$ cat src/rtl/asa_pkg.sv
`timescale 1ns / 1ps

package asa_pkg;

    localparam int MAX_ALLOCS_DEF = 64;

    localparam logic [31:0] REGION_START_RST = 32'd0;
    localparam logic [31:0] REGION_SIZE_RST  = 32'd65536;
    localparam logic [6:0]  HEADER_BYTES_RST = 7'd8;

    localparam logic [1:0] CFG_REGION_START = 2'd0;
    localparam logic [1:0] CFG_REGION_SIZE  = 2'd1;
    localparam logic [1:0] CFG_HEADER_BYTES = 2'd2;

    localparam logic KIND_ALLOC = 1'b0;
    localparam logic KIND_FREE  = 1'b1;

    localparam logic [2:0] ST_OK        = 3'd0;
    localparam logic [2:0] ST_ZERO_SIZE = 3'd1;
    localparam logic [2:0] ST_NO_SPACE  = 3'd2;
    localparam logic [2:0] ST_FULL      = 3'd3;
    localparam logic [2:0] ST_BAD_FREE  = 3'd4;

    typedef struct packed {
        logic        kind;
        logic [31:0] request_size;
        logic [7:0]  alignment;
        logic [31:0] free_address;
    } t_asa_in;

    typedef struct packed {
        logic [31:0] block_address;
        logic [2:0]  status;
        logic [31:0] used_bytes;
        logic [6:0]  live_count;
    } t_asa_out;

    typedef struct packed {
        logic [7:0]  adj;
        logic [31:0] addr;
    } t_stack_entry;

    typedef struct packed {
        logic push;
        logic pop;
    } t_stack_ctrl;

endpackage

$ cat src/rtl/asa_stack.sv
`timescale 1ns / 1ps

module asa_stack
    import asa_pkg::*;
#(
    parameter int MAX_ALLOCS = MAX_ALLOCS_DEF
) (
    input  logic                                 i_clk,
    input  t_stack_ctrl                          i_ctrl,
    input  t_stack_entry                         i_entry,
    input  logic [$clog2(MAX_ALLOCS + 1) - 1:0]  i_count,
    input  logic [$clog2(MAX_ALLOCS + 1) - 1:0]  i_next_count,
    output t_stack_entry                         o_top
);

    localparam int CW = $clog2(MAX_ALLOCS + 1);
    localparam int IW = (MAX_ALLOCS > 1) ? $clog2(MAX_ALLOCS) : 1;

    // top entry lives in r_top, the one below it is prefetched into r_below,
    // the rest sit in the memory
    t_stack_entry r_mem [MAX_ALLOCS];
    t_stack_entry r_top;
    t_stack_entry r_below;

    logic [CW-1:0] w_wr_full;
    logic [CW-1:0] w_rd_full;

    assign w_wr_full = i_count - CW'(1);
    assign w_rd_full = i_next_count - CW'(2);

    always_ff @(posedge i_clk) begin
        if (i_ctrl.push && (i_count != '0)) begin
            r_mem[w_wr_full[IW-1:0]] <= r_top;
        end
        if (i_ctrl.push) begin
            r_below <= r_top;
        end else begin
            r_below <= r_mem[w_rd_full[IW-1:0]];
        end
    end

    always_ff @(posedge i_clk) begin
        if (i_ctrl.push) begin
            r_top <= i_entry;
        end else if (i_ctrl.pop) begin
            r_top <= r_below;
        end
    end

    assign o_top = r_top;

endmodule

$ cat src/rtl/aligned_stack_allocator.sv
`timescale 1ns / 1ps
// LIFO region allocator with aligned blocks and a per-block header gap.
// Input channel (i_in_valid / o_in_ready / i_in_data): one transaction is an
// allocate (size, alignment) or a free of the most recent live block.
// Output channel (o_out_valid / i_out_ready / o_out_data): exactly one result
// transaction per input transaction, in order: granted address, status,
// bytes in use and number of live blocks after the request.
// Config channel (i_cfg_valid / o_cfg_ready / i_cfg_index / i_cfg_data):
// index 0 region start, 1 region size, 2 header bytes; always ready. Users
// write it only while no request is in flight; the block does not enforce it.
// A request is registered in the input register at acceptance and its result
// is registered in the output register when it fires. Throughput is one
// request per cycle while the receiver does not stall. A request touches
// only the top offset, the byte and block counters and the stack top.
// Reset (synchronous, active low) empties the allocator and restores the
// config defaults (start 0, size 65536, header 8).
// When the receiver stalls, the result is held and one more request can
// still be taken into the input register; then o_in_ready drops.
module aligned_stack_allocator
    import asa_pkg::*;
#(
    parameter int MAX_ALLOCS = MAX_ALLOCS_DEF
) (
    input  logic        i_clk,
    input  logic        i_rst_n,
    input  logic        i_in_valid,
    output logic        o_in_ready,
    input  t_asa_in     i_in_data,
    output logic        o_out_valid,
    input  logic        i_out_ready,
    output t_asa_out    o_out_data,
    input  logic        i_cfg_valid,
    output logic        o_cfg_ready,
    input  logic [1:0]  i_cfg_index,
    input  logic [31:0] i_cfg_data
);

    localparam int CW = $clog2(MAX_ALLOCS + 1);

    function automatic logic [7:0] pow2_floor(input logic [7:0] a);
        logic [7:0] p;
        if (a[7])      p = 8'd128;
        else if (a[6]) p = 8'd64;
        else if (a[5]) p = 8'd32;
        else if (a[4]) p = 8'd16;
        else if (a[3]) p = 8'd8;
        else if (a[2]) p = 8'd4;
        else if (a[1]) p = 8'd2;
        else           p = 8'd1;
        return p;
    endfunction

    function automatic logic [7:0] forward_adjust(input logic [7:0] addr,
                                                  input logic [7:0] align,
                                                  input logic [6:0] hdr);
        logic [7:0] mask;
        logic [7:0] mis;
        logic [8:0] adj;
        logic [8:0] need;
        mask = align - 8'd1;
        mis  = addr & mask;
        adj  = (mis != 8'd0) ? ({1'b0, align} - {1'b0, mis}) : 9'd0;
        need = {2'b00, hdr} - adj;
        if (adj < {2'b00, hdr}) begin
            adj = adj + (need & ~{1'b0, mask});
            if ((need & {1'b0, mask}) != 9'd0) begin
                adj = adj + {1'b0, align};
            end
        end
        return adj[7:0];
    endfunction

    logic [31:0]   r_start;
    logic [31:0]   r_size;
    logic [6:0]    r_hdr;
    logic [31:0]   r_top_off;
    logic [31:0]   r_used;
    logic [CW-1:0] r_count;
    logic          r_in_valid;
    t_asa_in       r_in;
    logic          r_out_valid;
    t_asa_out      r_out;

    logic [31:0]   n_top_off;
    logic [31:0]   n_used;
    logic [CW-1:0] n_count;
    t_asa_out      n_out;

    logic          w_fire;
    logic [31:0]   w_cur;
    logic [7:0]    w_align;
    logic [7:0]    w_adj;
    logic [33:0]   w_need;
    logic          w_no_space;
    logic          w_full;
    logic          w_bad_free;
    t_stack_ctrl   w_ctrl;
    t_stack_entry  w_push_entry;
    t_stack_entry  w_top;
    logic [31:0]   w_count32;

    assign o_cfg_ready = 1'b1;

    always_ff @(posedge i_clk) begin
        if (!i_rst_n) begin
            r_start <= REGION_START_RST;
            r_size  <= REGION_SIZE_RST;
            r_hdr   <= HEADER_BYTES_RST;
        end else if (i_cfg_valid) begin
            unique case (i_cfg_index)
                CFG_REGION_START: r_start <= i_cfg_data;
                CFG_REGION_SIZE:  r_size  <= i_cfg_data;
                CFG_HEADER_BYTES: r_hdr   <= i_cfg_data[6:0];
                default: ;
            endcase
        end
    end

    assign w_fire     = r_in_valid && (!r_out_valid || i_out_ready);
    assign o_in_ready = !r_in_valid || w_fire;

    assign w_cur      = r_start + r_top_off;
    assign w_align    = pow2_floor(r_in.alignment);
    assign w_adj      = forward_adjust(w_cur[7:0], w_align, r_hdr);
    assign w_need     = {2'b00, r_used} + {26'd0, w_adj} + {2'b00, r_in.request_size};
    assign w_no_space = w_need > {2'b00, r_size};
    assign w_full     = r_count >= CW'(MAX_ALLOCS);
    assign w_bad_free = (r_count == '0) || (w_top.addr != r_in.free_address);

    assign w_push_entry.adj  = w_adj;
    assign w_push_entry.addr = w_cur + {24'd0, w_adj};

    always_comb begin
        w_ctrl    = '0;
        n_top_off = r_top_off;
        n_used    = r_used;
        n_count   = r_count;
        n_out.block_address = 32'd0;
        n_out.status        = ST_OK;
        if (r_in.kind == KIND_ALLOC) begin
            if (r_in.request_size == 32'd0) begin
                n_out.status = ST_ZERO_SIZE;
            end else if (w_no_space) begin
                n_out.status = ST_NO_SPACE;
            end else if (w_full) begin
                n_out.status = ST_FULL;
            end else begin
                w_ctrl.push = w_fire;
                n_out.block_address = w_push_entry.addr;
                n_top_off = r_top_off + {24'd0, w_adj} + r_in.request_size;
                n_used    = w_need[31:0];
                n_count   = r_count + CW'(1);
            end
        end else begin
            if (w_bad_free) begin
                n_out.status = ST_BAD_FREE;
            end else begin
                w_ctrl.pop = w_fire;
                n_used    = r_used - ((w_cur - r_in.free_address) + {24'd0, w_top.adj});
                n_top_off = (r_in.free_address - r_start) - {24'd0, w_top.adj};
                n_count   = r_count - CW'(1);
            end
        end
        n_out.used_bytes = n_used;
        w_count32        = 32'(n_count);
        n_out.live_count = w_count32[6:0];
    end

    asa_stack #(
        .MAX_ALLOCS(MAX_ALLOCS)
    ) u_stack (
        .i_clk        (i_clk),
        .i_ctrl       (w_ctrl),
        .i_entry      (w_push_entry),
        .i_count      (r_count),
        .i_next_count (w_fire ? n_count : r_count),
        .o_top        (w_top)
    );

    always_ff @(posedge i_clk) begin
        if (!i_rst_n) begin
            r_top_off   <= '0;
            r_used      <= '0;
            r_count     <= '0;
            r_in_valid  <= 1'b0;
            r_out_valid <= 1'b0;
        end else begin
            if (w_fire) begin
                r_top_off <= n_top_off;
                r_used    <= n_used;
                r_count   <= n_count;
            end
            if (i_in_valid && o_in_ready) begin
                r_in_valid <= 1'b1;
            end else if (w_fire) begin
                r_in_valid <= 1'b0;
            end
            if (w_fire) begin
                r_out_valid <= 1'b1;
            end else if (i_out_ready) begin
                r_out_valid <= 1'b0;
            end
        end
    end

    always_ff @(posedge i_clk) begin
        if (i_in_valid && o_in_ready) begin
            r_in <= i_in_data;
        end
        if (w_fire) begin
            r_out <= n_out;
        end
    end

    assign o_out_valid = r_out_valid;
    assign o_out_data  = r_out;

    a_count_bound: assert property (@(posedge i_clk) disable iff (!i_rst_n)
        r_count <= CW'(MAX_ALLOCS))
        else $error("live count above stack depth");

    a_push_count: assert property (@(posedge i_clk) disable iff (!i_rst_n)
        w_ctrl.push |=> r_count == $past(r_count) + CW'(1))
        else $error("allocate did not bump live count");

    a_fail_stable: assert property (@(posedge i_clk) disable iff (!i_rst_n)
        w_fire && (n_out.status != ST_OK) |=> $stable(r_used) && $stable(r_top_off))
        else $error("failed transaction changed allocator state");

    a_one_op: assert property (@(posedge i_clk) disable iff (!i_rst_n)
        !(w_ctrl.push && w_ctrl.pop))
        else $error("push and pop in one cycle");

    a_status_range: assert property (@(posedge i_clk) disable iff (!i_rst_n)
        o_out_valid |-> (o_out_data.status <= ST_BAD_FREE))
        else $error("status code out of range");

endmodule
$ cat config.mk
export PLATFORM = sky130hd
export DESIGN_NAME = aligned_stack_allocator
export DESIGN_NICKNAME = d
export VERILOG_FILES = /design/src/rtl/asa_pkg.sv /design/src/rtl/asa_stack.sv /design/src/rtl/aligned_stack_allocator.sv
export SDC_FILE = /design/constraint.sdc
export NUM_CORES = 2
export LEC_CHECK = 0
export BUFFER_PORTS_ARGS = -buffer_cell sky130_fd_sc_hd__buf_2
export CORE_AREA = 4 4 536 538
export CTS_CLUSTER_SIZE = 14
export DETAILED_ROUTE_END_ITERATION = 16
export DIE_AREA = 0 0 540 542
export MAX_ROUTING_LAYER = met4
export PLACE_DENSITY_LB_ADDON = 0.15
export SLEW_MARGIN = 5
export SYNTH_ARGS = -nofsm -noshare
export SYNTH_HDL_FRONTEND = slang
export SYNTH_SLANG_ARGS = --single-unit
$ cat constraint.sdc
create_clock -name i_clk -period 19.8 [get_ports i_clk]
set_clock_uncertainty 0.05 [all_clocks]
set_input_delay 1.98 -clock i_clk [delete_from_list [all_inputs] [get_ports i_clk]]
set_output_delay 1.98 -clock i_clk [all_outputs]
set_load 0.005 [all_outputs]
== Word level (Yosys, flattened, before mapping) ==
Memory sizes are Yosys's and may differ from the RTL's.
Index checks and enable logic that the tools add are counted.

* Register bits after elaboration: 371
* Memory bits (writable): 2,560
* Bits of input ports: 112
* Output and inout port bits: 77
* Word-level logic and storage cells: 122
* Memories: 1

{| class="wikitable"
|+ Memories
! name !! words !! width !! rd ports !! clocked after Yosys merged registers in !! write ports !! RTL line !! RTL
|-
| u_stack.r_mem || 64 || 40 || 1 || 0 || 1 || asa_stack.sv:21 || <nowiki>t_stack_entry r_mem [MAX_ALLOCS];</nowiki>
|}

* Add/sub/neg operators: 19
* Order comparisons: 3
* Equal/unequal tests: 7
* Mux-type cells: 46
* Bitwise gates (word level): 4
* Reductions and logical operators: 22

{| class="wikitable"
|+ Operators with widths
! cell !! count
|-
| $mux W32 || 10
|-
| $mux W40 || 3
|-
| $add A32 B8 Y32 || 3
|-
| $sub A32 B32 Y32 || 3
|-
| $add A32 B32 Y32 || 2
|-
| $mux W7 || 7
|-
| $add A33 B32 Y34 || 1
|-
| $gt A34 B32 Y1 || 1
|-
| $add A32 B8 Y33 || 1
|-
| $logic_not A32 Y1 || 1
|-
| $ne A32 B32 Y1 || 1
|-
| $sub A32 B8 Y32 || 1
|-
| $mux W8 || 3
|-
| $add A8 B8 Y8 || 2
|-
| $and A8 B8 Y8 || 2
|-
| $mux W1 || 12
|-
| $and A9 B8 Y9 || 1
|-
| $lt A9 B7 Y1 || 1
|-
| $mux W3 || 3
|-
| $mux W9 || 1
|-
| $reduce_bool A9 Y1 || 1
|-
| $sub A7 B9 Y9 || 1
|-
| $sub A8 B8 Y9 || 1
|-
| $mux W2 || 4
|-
| other kinds (23) || 35
|}

== Logic depth before layout (Yosys ltp) ==
An unclocked memory read counts as a cell.

* Depth in word-level cells: 27
* Gate-level depth with buffers: 73
* Gate-level depth less buffers: 65

== By module ==
A second synthesis with hierarchy kept.

* Cell total of the unflattened synthesis: 7,468
* Area total of the unflattened synthesis: 126,543.9 sq um

{| class="wikitable"
|+ Modules (own cells, without submodules)
! module !! times used !! cells an instance !! area each (sq um) !! sequential area each (sq um)
|-
| asa_stack || 1 || 4,569 || 101,262.1 || 78,875.6
|-
| aligned_stack_allocator || 1 || 2,899 || 25,281.7 || 7,267.0
|}

== Least setup slack after synthesis ==
OpenSTA, ideal clock, no wires.

* Kind: register -> register
* Start point: reg r_in[39] (netlist bit)
* End point: reg u_stack.r_below[32] (netlist bit)
* Library setup time: 0.145 ns
* Arrival: 14.393 ns
* Required time: 19.605 ns
* Path slack: 5.212 ns
* Cell stages (with the launch flop): 74
* Path buffers: 9
* Period minus slack after synthesis: 14.588 ns
* Cell sequence: edfxtp_1 > clkbuf_1 > nor4_1 > nand2_1 > nor2_1 > inv_1 > ha_1 > o21ai_1 > xnor2_1 > a222oi_1 > nand4_1 > a21oi_1 > clkbuf_1 > nor2_1 > ha_1 > inv_1 > fa_1 > and2_1 > (+38 left out) > a2111oi_4 > mux2i_1 > or2_1 > clkbuf_1 > inv_2 > buf_2 > clkbuf_1 > ha_1 > xor2_4 > buf_6 > buf_4 > buf_2 > clkbuf_1 > nand2_1 > o211ai_1 > o211ai_1 > a31oi_1 > a221oi_2

* Word-level cells in the longest chain between the ends: 21
* Elaborated cells on any way between the ends: 29
* Those cells by class: 8 x add/sub; 2 x order compare; 12 x mux; 4 x bitwise; 2 x reduce/logical; 1 x memory

{| class="wikitable"
|+ Ends and longest elaborated chain
! item !! RTL line !! RTL
|-
| start, declared || aligned_stack_allocator.sv:80 || <nowiki>t_asa_in r_in;</nowiki>
|-
| start signal, assigned || aligned_stack_allocator.sv:208 || <nowiki>r_in <= i_in_data;</nowiki>
|-
| $mux W8 (*) || aligned_stack_allocator.sv:42 || <nowiki>if (a[7]) p = 8'd128;</nowiki>
|-
| $sub A8 B1 Y8 || aligned_stack_allocator.sv:60 || <nowiki>mask = align - 8'd1;</nowiki>
|-
| $and A8 B8 Y8 || aligned_stack_allocator.sv:61 || <nowiki>mis = addr & mask;</nowiki>
|-
| $sub A8 B8 Y9 / $reduce_bool A8 Y1 (equally long branches) || aligned_stack_allocator.sv:62 || <nowiki>adj = (mis != 8'd0) ? ({1'b0, align} - {1'b0, mis}) : 9'd0;</nowiki>
|-
| $mux W9 || aligned_stack_allocator.sv:62 ||
|-
| $sub A7 B9 Y9 || aligned_stack_allocator.sv:63 || <nowiki>need = {2'b00, hdr} - adj;</nowiki>
|-
| $and A8 B8 Y8 || aligned_stack_allocator.sv:65 || <nowiki>adj = adj + (need & ~{1'b0, mask});</nowiki>
|-
| $add A8 B8 Y8 || aligned_stack_allocator.sv:65 ||
|-
| (+5 left out) || - ||
|-
| $gt A34 B32 Y1 (*) || aligned_stack_allocator.sv:126 || <nowiki>assign w_no_space = w_need > {2'b00, r_size};</nowiki>
|-
| $mux W7 || aligned_stack_allocator.sv:143 || <nowiki>end else if (w_no_space) begin</nowiki>
|-
| $mux W7 || aligned_stack_allocator.sv:141 || <nowiki>if (r_in.request_size == 32'd0) begin</nowiki>
|-
| $mux W7 || aligned_stack_allocator.sv:140 || <nowiki>if (r_in.kind == KIND_ALLOC) begin</nowiki>
|-
| $mux W7 || - ||
|-
| $sub A6 B2 Y6 || asa_stack.sv:29 || <nowiki>assign w_rd_full = i_next_count - CW'(2);</nowiki>
|-
| $mem_v2 Z64 W40 || - ||
|-
| $mux W40 (*) || asa_stack.sv:35 || <nowiki>if (i_ctrl.push) begin</nowiki>
|-
| end signal, assigned || asa_stack.sv:36 || <nowiki>r_below <= r_top;</nowiki>
|-
| end signal, assigned || asa_stack.sv:38 || <nowiki>r_below <= r_mem[w_rd_full[IW-1:0]];</nowiki>
|-
| end, declared || asa_stack.sv:23 || <nowiki>t_stack_entry r_below;</nowiki>
|}

Every way passes the cells marked *; elsewhere a longest branch is shown, timed or not.
A chain may end at the register's enable or synchronous reset.

== Final worst setup path ==
* Start point: reg r_in[39] (netlist bit)
* End point: reg u_stack.r_below[30] (netlist bit)

The elaborated chain is that of the path after synthesis.

==> impl_metrics.csv <==
group,metric,value,unit
logic_synthesis,synth.distinct_cells,94,
setup_path,r2r_cells,65,
logic_synthesis,synth_top_area_share,65.0,%
setup_path,required,20.49,ns
cts,cts.htree.levels,5,
cts,clkLatencyLatePin,0.89,ns
detailed_routing,drc,0,
cts,cts.clk_slew.worst_paths,0.06,ns
sta,setup-tns-final,0,ns
global_routing,gr-usage-met3,3.09,%
sta,rsz0062_at_grt,"no",
logic_synthesis,synthMostInstantiatedCell,"edfxtp_1",
cts,postCtsResizedCells,0,
global_routing,overflow,0,
power_and_ir_drop,comb_power_share,14.7,%
global_routing,grt_pass1_vias,71257,
logic_synthesis,synthCells,7728,
setup_path,reg2reg_from,"r_in[39]$_DFFE_PP_",
placement,port_buffers,186,
detailed_routing,first_pass_iters,6,
logic_synthesis,seq_area_frac_synth,67.9,%
global_routing,grtUsageTotal,24.0,%
logic_synthesis,syn_area,127000,um^2
detailed_routing,vias,70995,
setup_path,max_stage_delay,0.78,ns
power_and_ir_drop,switchingPower,3.71,mW
placement,dpl.hpwl,215,mm
logic_synthesis,synth.largest_area_cell,"edfxtp_1",
detailed_routing,wl_per_cell,28.4,um
cts,clock_path_buffers,4,
detailed_routing,ant_nets,0,
power_and_ir_drop,internal_power,11.0,mW
sta,fin_ws,1.54,ns
power_and_ir_drop,p_leak,51.3,nW
sta,slew_headroom,28.8,%
setup_path,critPathSlowestCell,"buf_4",
sta,min_period_over_period,92.2,%
sta,fin_crit,18.26,ns
setup_path,cp-endpoint,"u_stack.r_below[30]$_DFF_P_",
setup_path,ff2ff_setup_slack,1.54,ns
floorplan,die_h,542,um
cts,cts-hold-fix-buffers,0,
logic_synthesis,synth-edff-count,2746,
floorplan,dieArea,293000,um^2
setup_path,crit_start,"r_in[39]$_DFFE_PP_",
setup_path,r2r-end,"u_stack.r_below[30]$_DFF_P_",
logic_synthesis,yosys-top-cells-count,"edfxtp_1, nand2_1, mux2i_1, mux4_2, inv_1",
detailed_routing,drtIter0Drc,6543,
global_routing,antenna_found_initial,18,
sta,final_max_slew_viol_count,0,
floorplan,start_util,45.0,%
floorplan,fp.dieW,540,um
logic_synthesis,syn_nets,8228,
cts,cts_tree,"built",
cts,clk_root_buffer_cell,"clkbuf_16",
sta,setup_viol,0,
cts,cts_buffers,313,
logic_synthesis,yosys_warnings,0,
power_and_ir_drop,switching_share,25.2,%
floorplan,io_pins,189,
global_routing,grtUsageMet2,38.0,%
setup_path,endpoint_kind,"flip-flop",
final_layout,fin_nets,8732,
logic_synthesis,synth_area_leaders,"edfxtp_1, mux4_2, mux2i_1",
sta,fmax,54.8,MHz
final_layout,drive_gt1_share,21.2,%
setup_path,crit_top_cell,"ha_1",
placement,dp_cells,11660,
placement,gp_congestion,0.922,
global_routing,met1_usage,33.2,%
detailed_routing,finalWirelength,347,mm
detailed_routing,vias_per_cell,5.80,
power_and_ir_drop,p_per_area,101,nW/um^2
sta,hold_viol_final,0,
logic_synthesis,avgSynthCellArea,16.4,um^2
power_and_ir_drop,pwr-share-seq,46.8,%
worst_hold_path,hp-class,"flip-flop to flip-flop",
final_layout,stdcell_area,145000,um^2
final_layout,area_delta_synth_final,14.5,%
power_and_ir_drop,p_total,14.7,mW
setup_path,crit_path_start_kind,"flip-flop",
final_layout,final_util,51.5,%
global_routing,grt_first_pass_wirelength,500,mm
logic_synthesis,synthFlopType,"edfxtp_1",
worst_hold_path,holdPathStages,2,
setup_path,cp_max_fo,53,
logic_synthesis,async_flop_share,0,%
status,status,"complete, no violations",
floorplan,core,282000,um^2
logic_synthesis,ys_seq_elements,2930,
final_layout,multi_input_area,38100,um^2
setup_path,worstPathArrival,18.95,ns
sta,worstMarginPinSlew,1.07,ns
final_layout,final_cell_count_no_fill,12232,
worst_hold_path,hp-start,"r_size[6]$_SDFFE_PN0P_",
cts,post_cts_buffers,0,
setup_path,crit_type,"flip-flop to flip-flop",
cts,clock_sinks,2930,
floorplan,num_rows,195,
placement,place_area,135000,um^2
final_layout,seq_area,86100,um^2
run,maxCapViolations,0,
global_routing,grt_max_degree,108,
power_and_ir_drop,clkPwrFrac,38.4,%
final_layout,fill_cells,23167,
power_and_ir_drop,ir_drop,0.0000601,V
global_routing,top_usage_layer,"met2",
placement,place_ws,1.73,ns
sta,whs,0.403,ns
[placed cells by master, fill, tap and decap left out, types with 18 or more instances in the layout]
master     instances
mux2i_1          467
nor2b_1           30
bufinv_16         19
a21oi_1          258
nand2b_1          20
mux2_2           241
edfxtp_1        2746
nand2_1          552
buf_2            186
buf_4            257
o211ai_1         257
xnor2_1          141
clkbuf_1          74
o21a_1            29
inv_1            324
a32oi_1           41
ha_1             317
clkinv_2          53
a31oi_1           56
nor2_1           243
xor2_1            91
mux4_2           439
clkinv_1          52
and3_1            24
nor4_1            23
clkbuf_16        321
a21o_1            64
o21ai_0          238
nand3_1           54
fa_1              70
dfxtp_1          184
nor2_4            66
nand4_1           21
a211oi_1          82
buf_12           116
nor3_1            39
or3_1             18
o21bai_1          18
[power groups by stage]
stage               clock network, mW  logic, mW  registers, mW
floorplan                           0       1.42           7.02
global placement                    0       2.13           7.02
detailed placement                  0       2.15           7.02
CTS                              5.78       2.16           6.89
global route                     6.03       2.36           6.89
finish                           5.66       2.16           6.89
[worst max-delay path, delay by kind of cell, from the launching register on]
kind                     cells  cell delay, ns
AND/OR/NAND/NOR             12            3.16
adder cells (fa/ha/maj)      8            2.71
flip-flops                   1            0.57
buffers and inverters        9            2.34
AO/OA/AOI/OAI               28            7.67
XOR/XNOR                     6            1.08
multiplexers                 2            0.43
[kinds of logic (layout without fill, tap and decap cells)]
group / Yosys count / count (layout) / share of synthesized area (%)
buf+inv: 698 / 1451 / 2.49
xor+xnor: 235 / 235 / 1.64
flops: 2930 / 2930 / 67.9
fa+ha+maj: 388 / 388 / 4.24
mux: 1147 / 1147 / 13.6
compound gates: 1175 / 1175 / 6.12
other cells: 1 / 9 / 0.00296
simple gates: 1154 / 1154 / 3.94
[registers in the layout, indices dropped and copies added (netlist names)]
name	count
u_stack.r_mem	2560
o_out_data	74
r_in	72
u_stack.o_top	40
u_stack.r_below	40
r_size	32
r_start	32
r_top_off	32
r_used	32
r_count	7
r_hdr	7
o_out_valid	1
r_in_valid	1
[layout make-up]
class,instances,share of cell area [%]
antenna,8,0.0138
clock buffer,408,5.85
multi-input combinational,4100,26.2
tap,3743,3.23
sequential,2930,59.3
timing repair buffer,559,3.57
inverter,328,0.855
clock inverter,156,0.920
[worst min-delay path by stage]
stage / endpoint / slack [ns]
CTS: r_size[6]$_SDFFE_PN0P_ / 0.40
detailed placement: r_size[6]$_SDFFE_PN0P_ / 0.40
floorplan: r_size[10]$_SDFFE_PN0P_ / 0.39
finish: r_size[6]$_SDFFE_PN0P_ / 0.40
global route: r_size[8]$_SDFFE_PN0P_ / 0.42
global placement: r_size[17]$_SDFFE_PN0P_ / 0.39
[metal layers]
layer | routed length (um) | part of all wire [%]
met4 | 8990 | 2.6
met5 | 0 | 0
met3 | 20900 | 6.0
met2 | 165000 | 48
met1 | 152000 | 44
(Power assumes the default switching activity.)
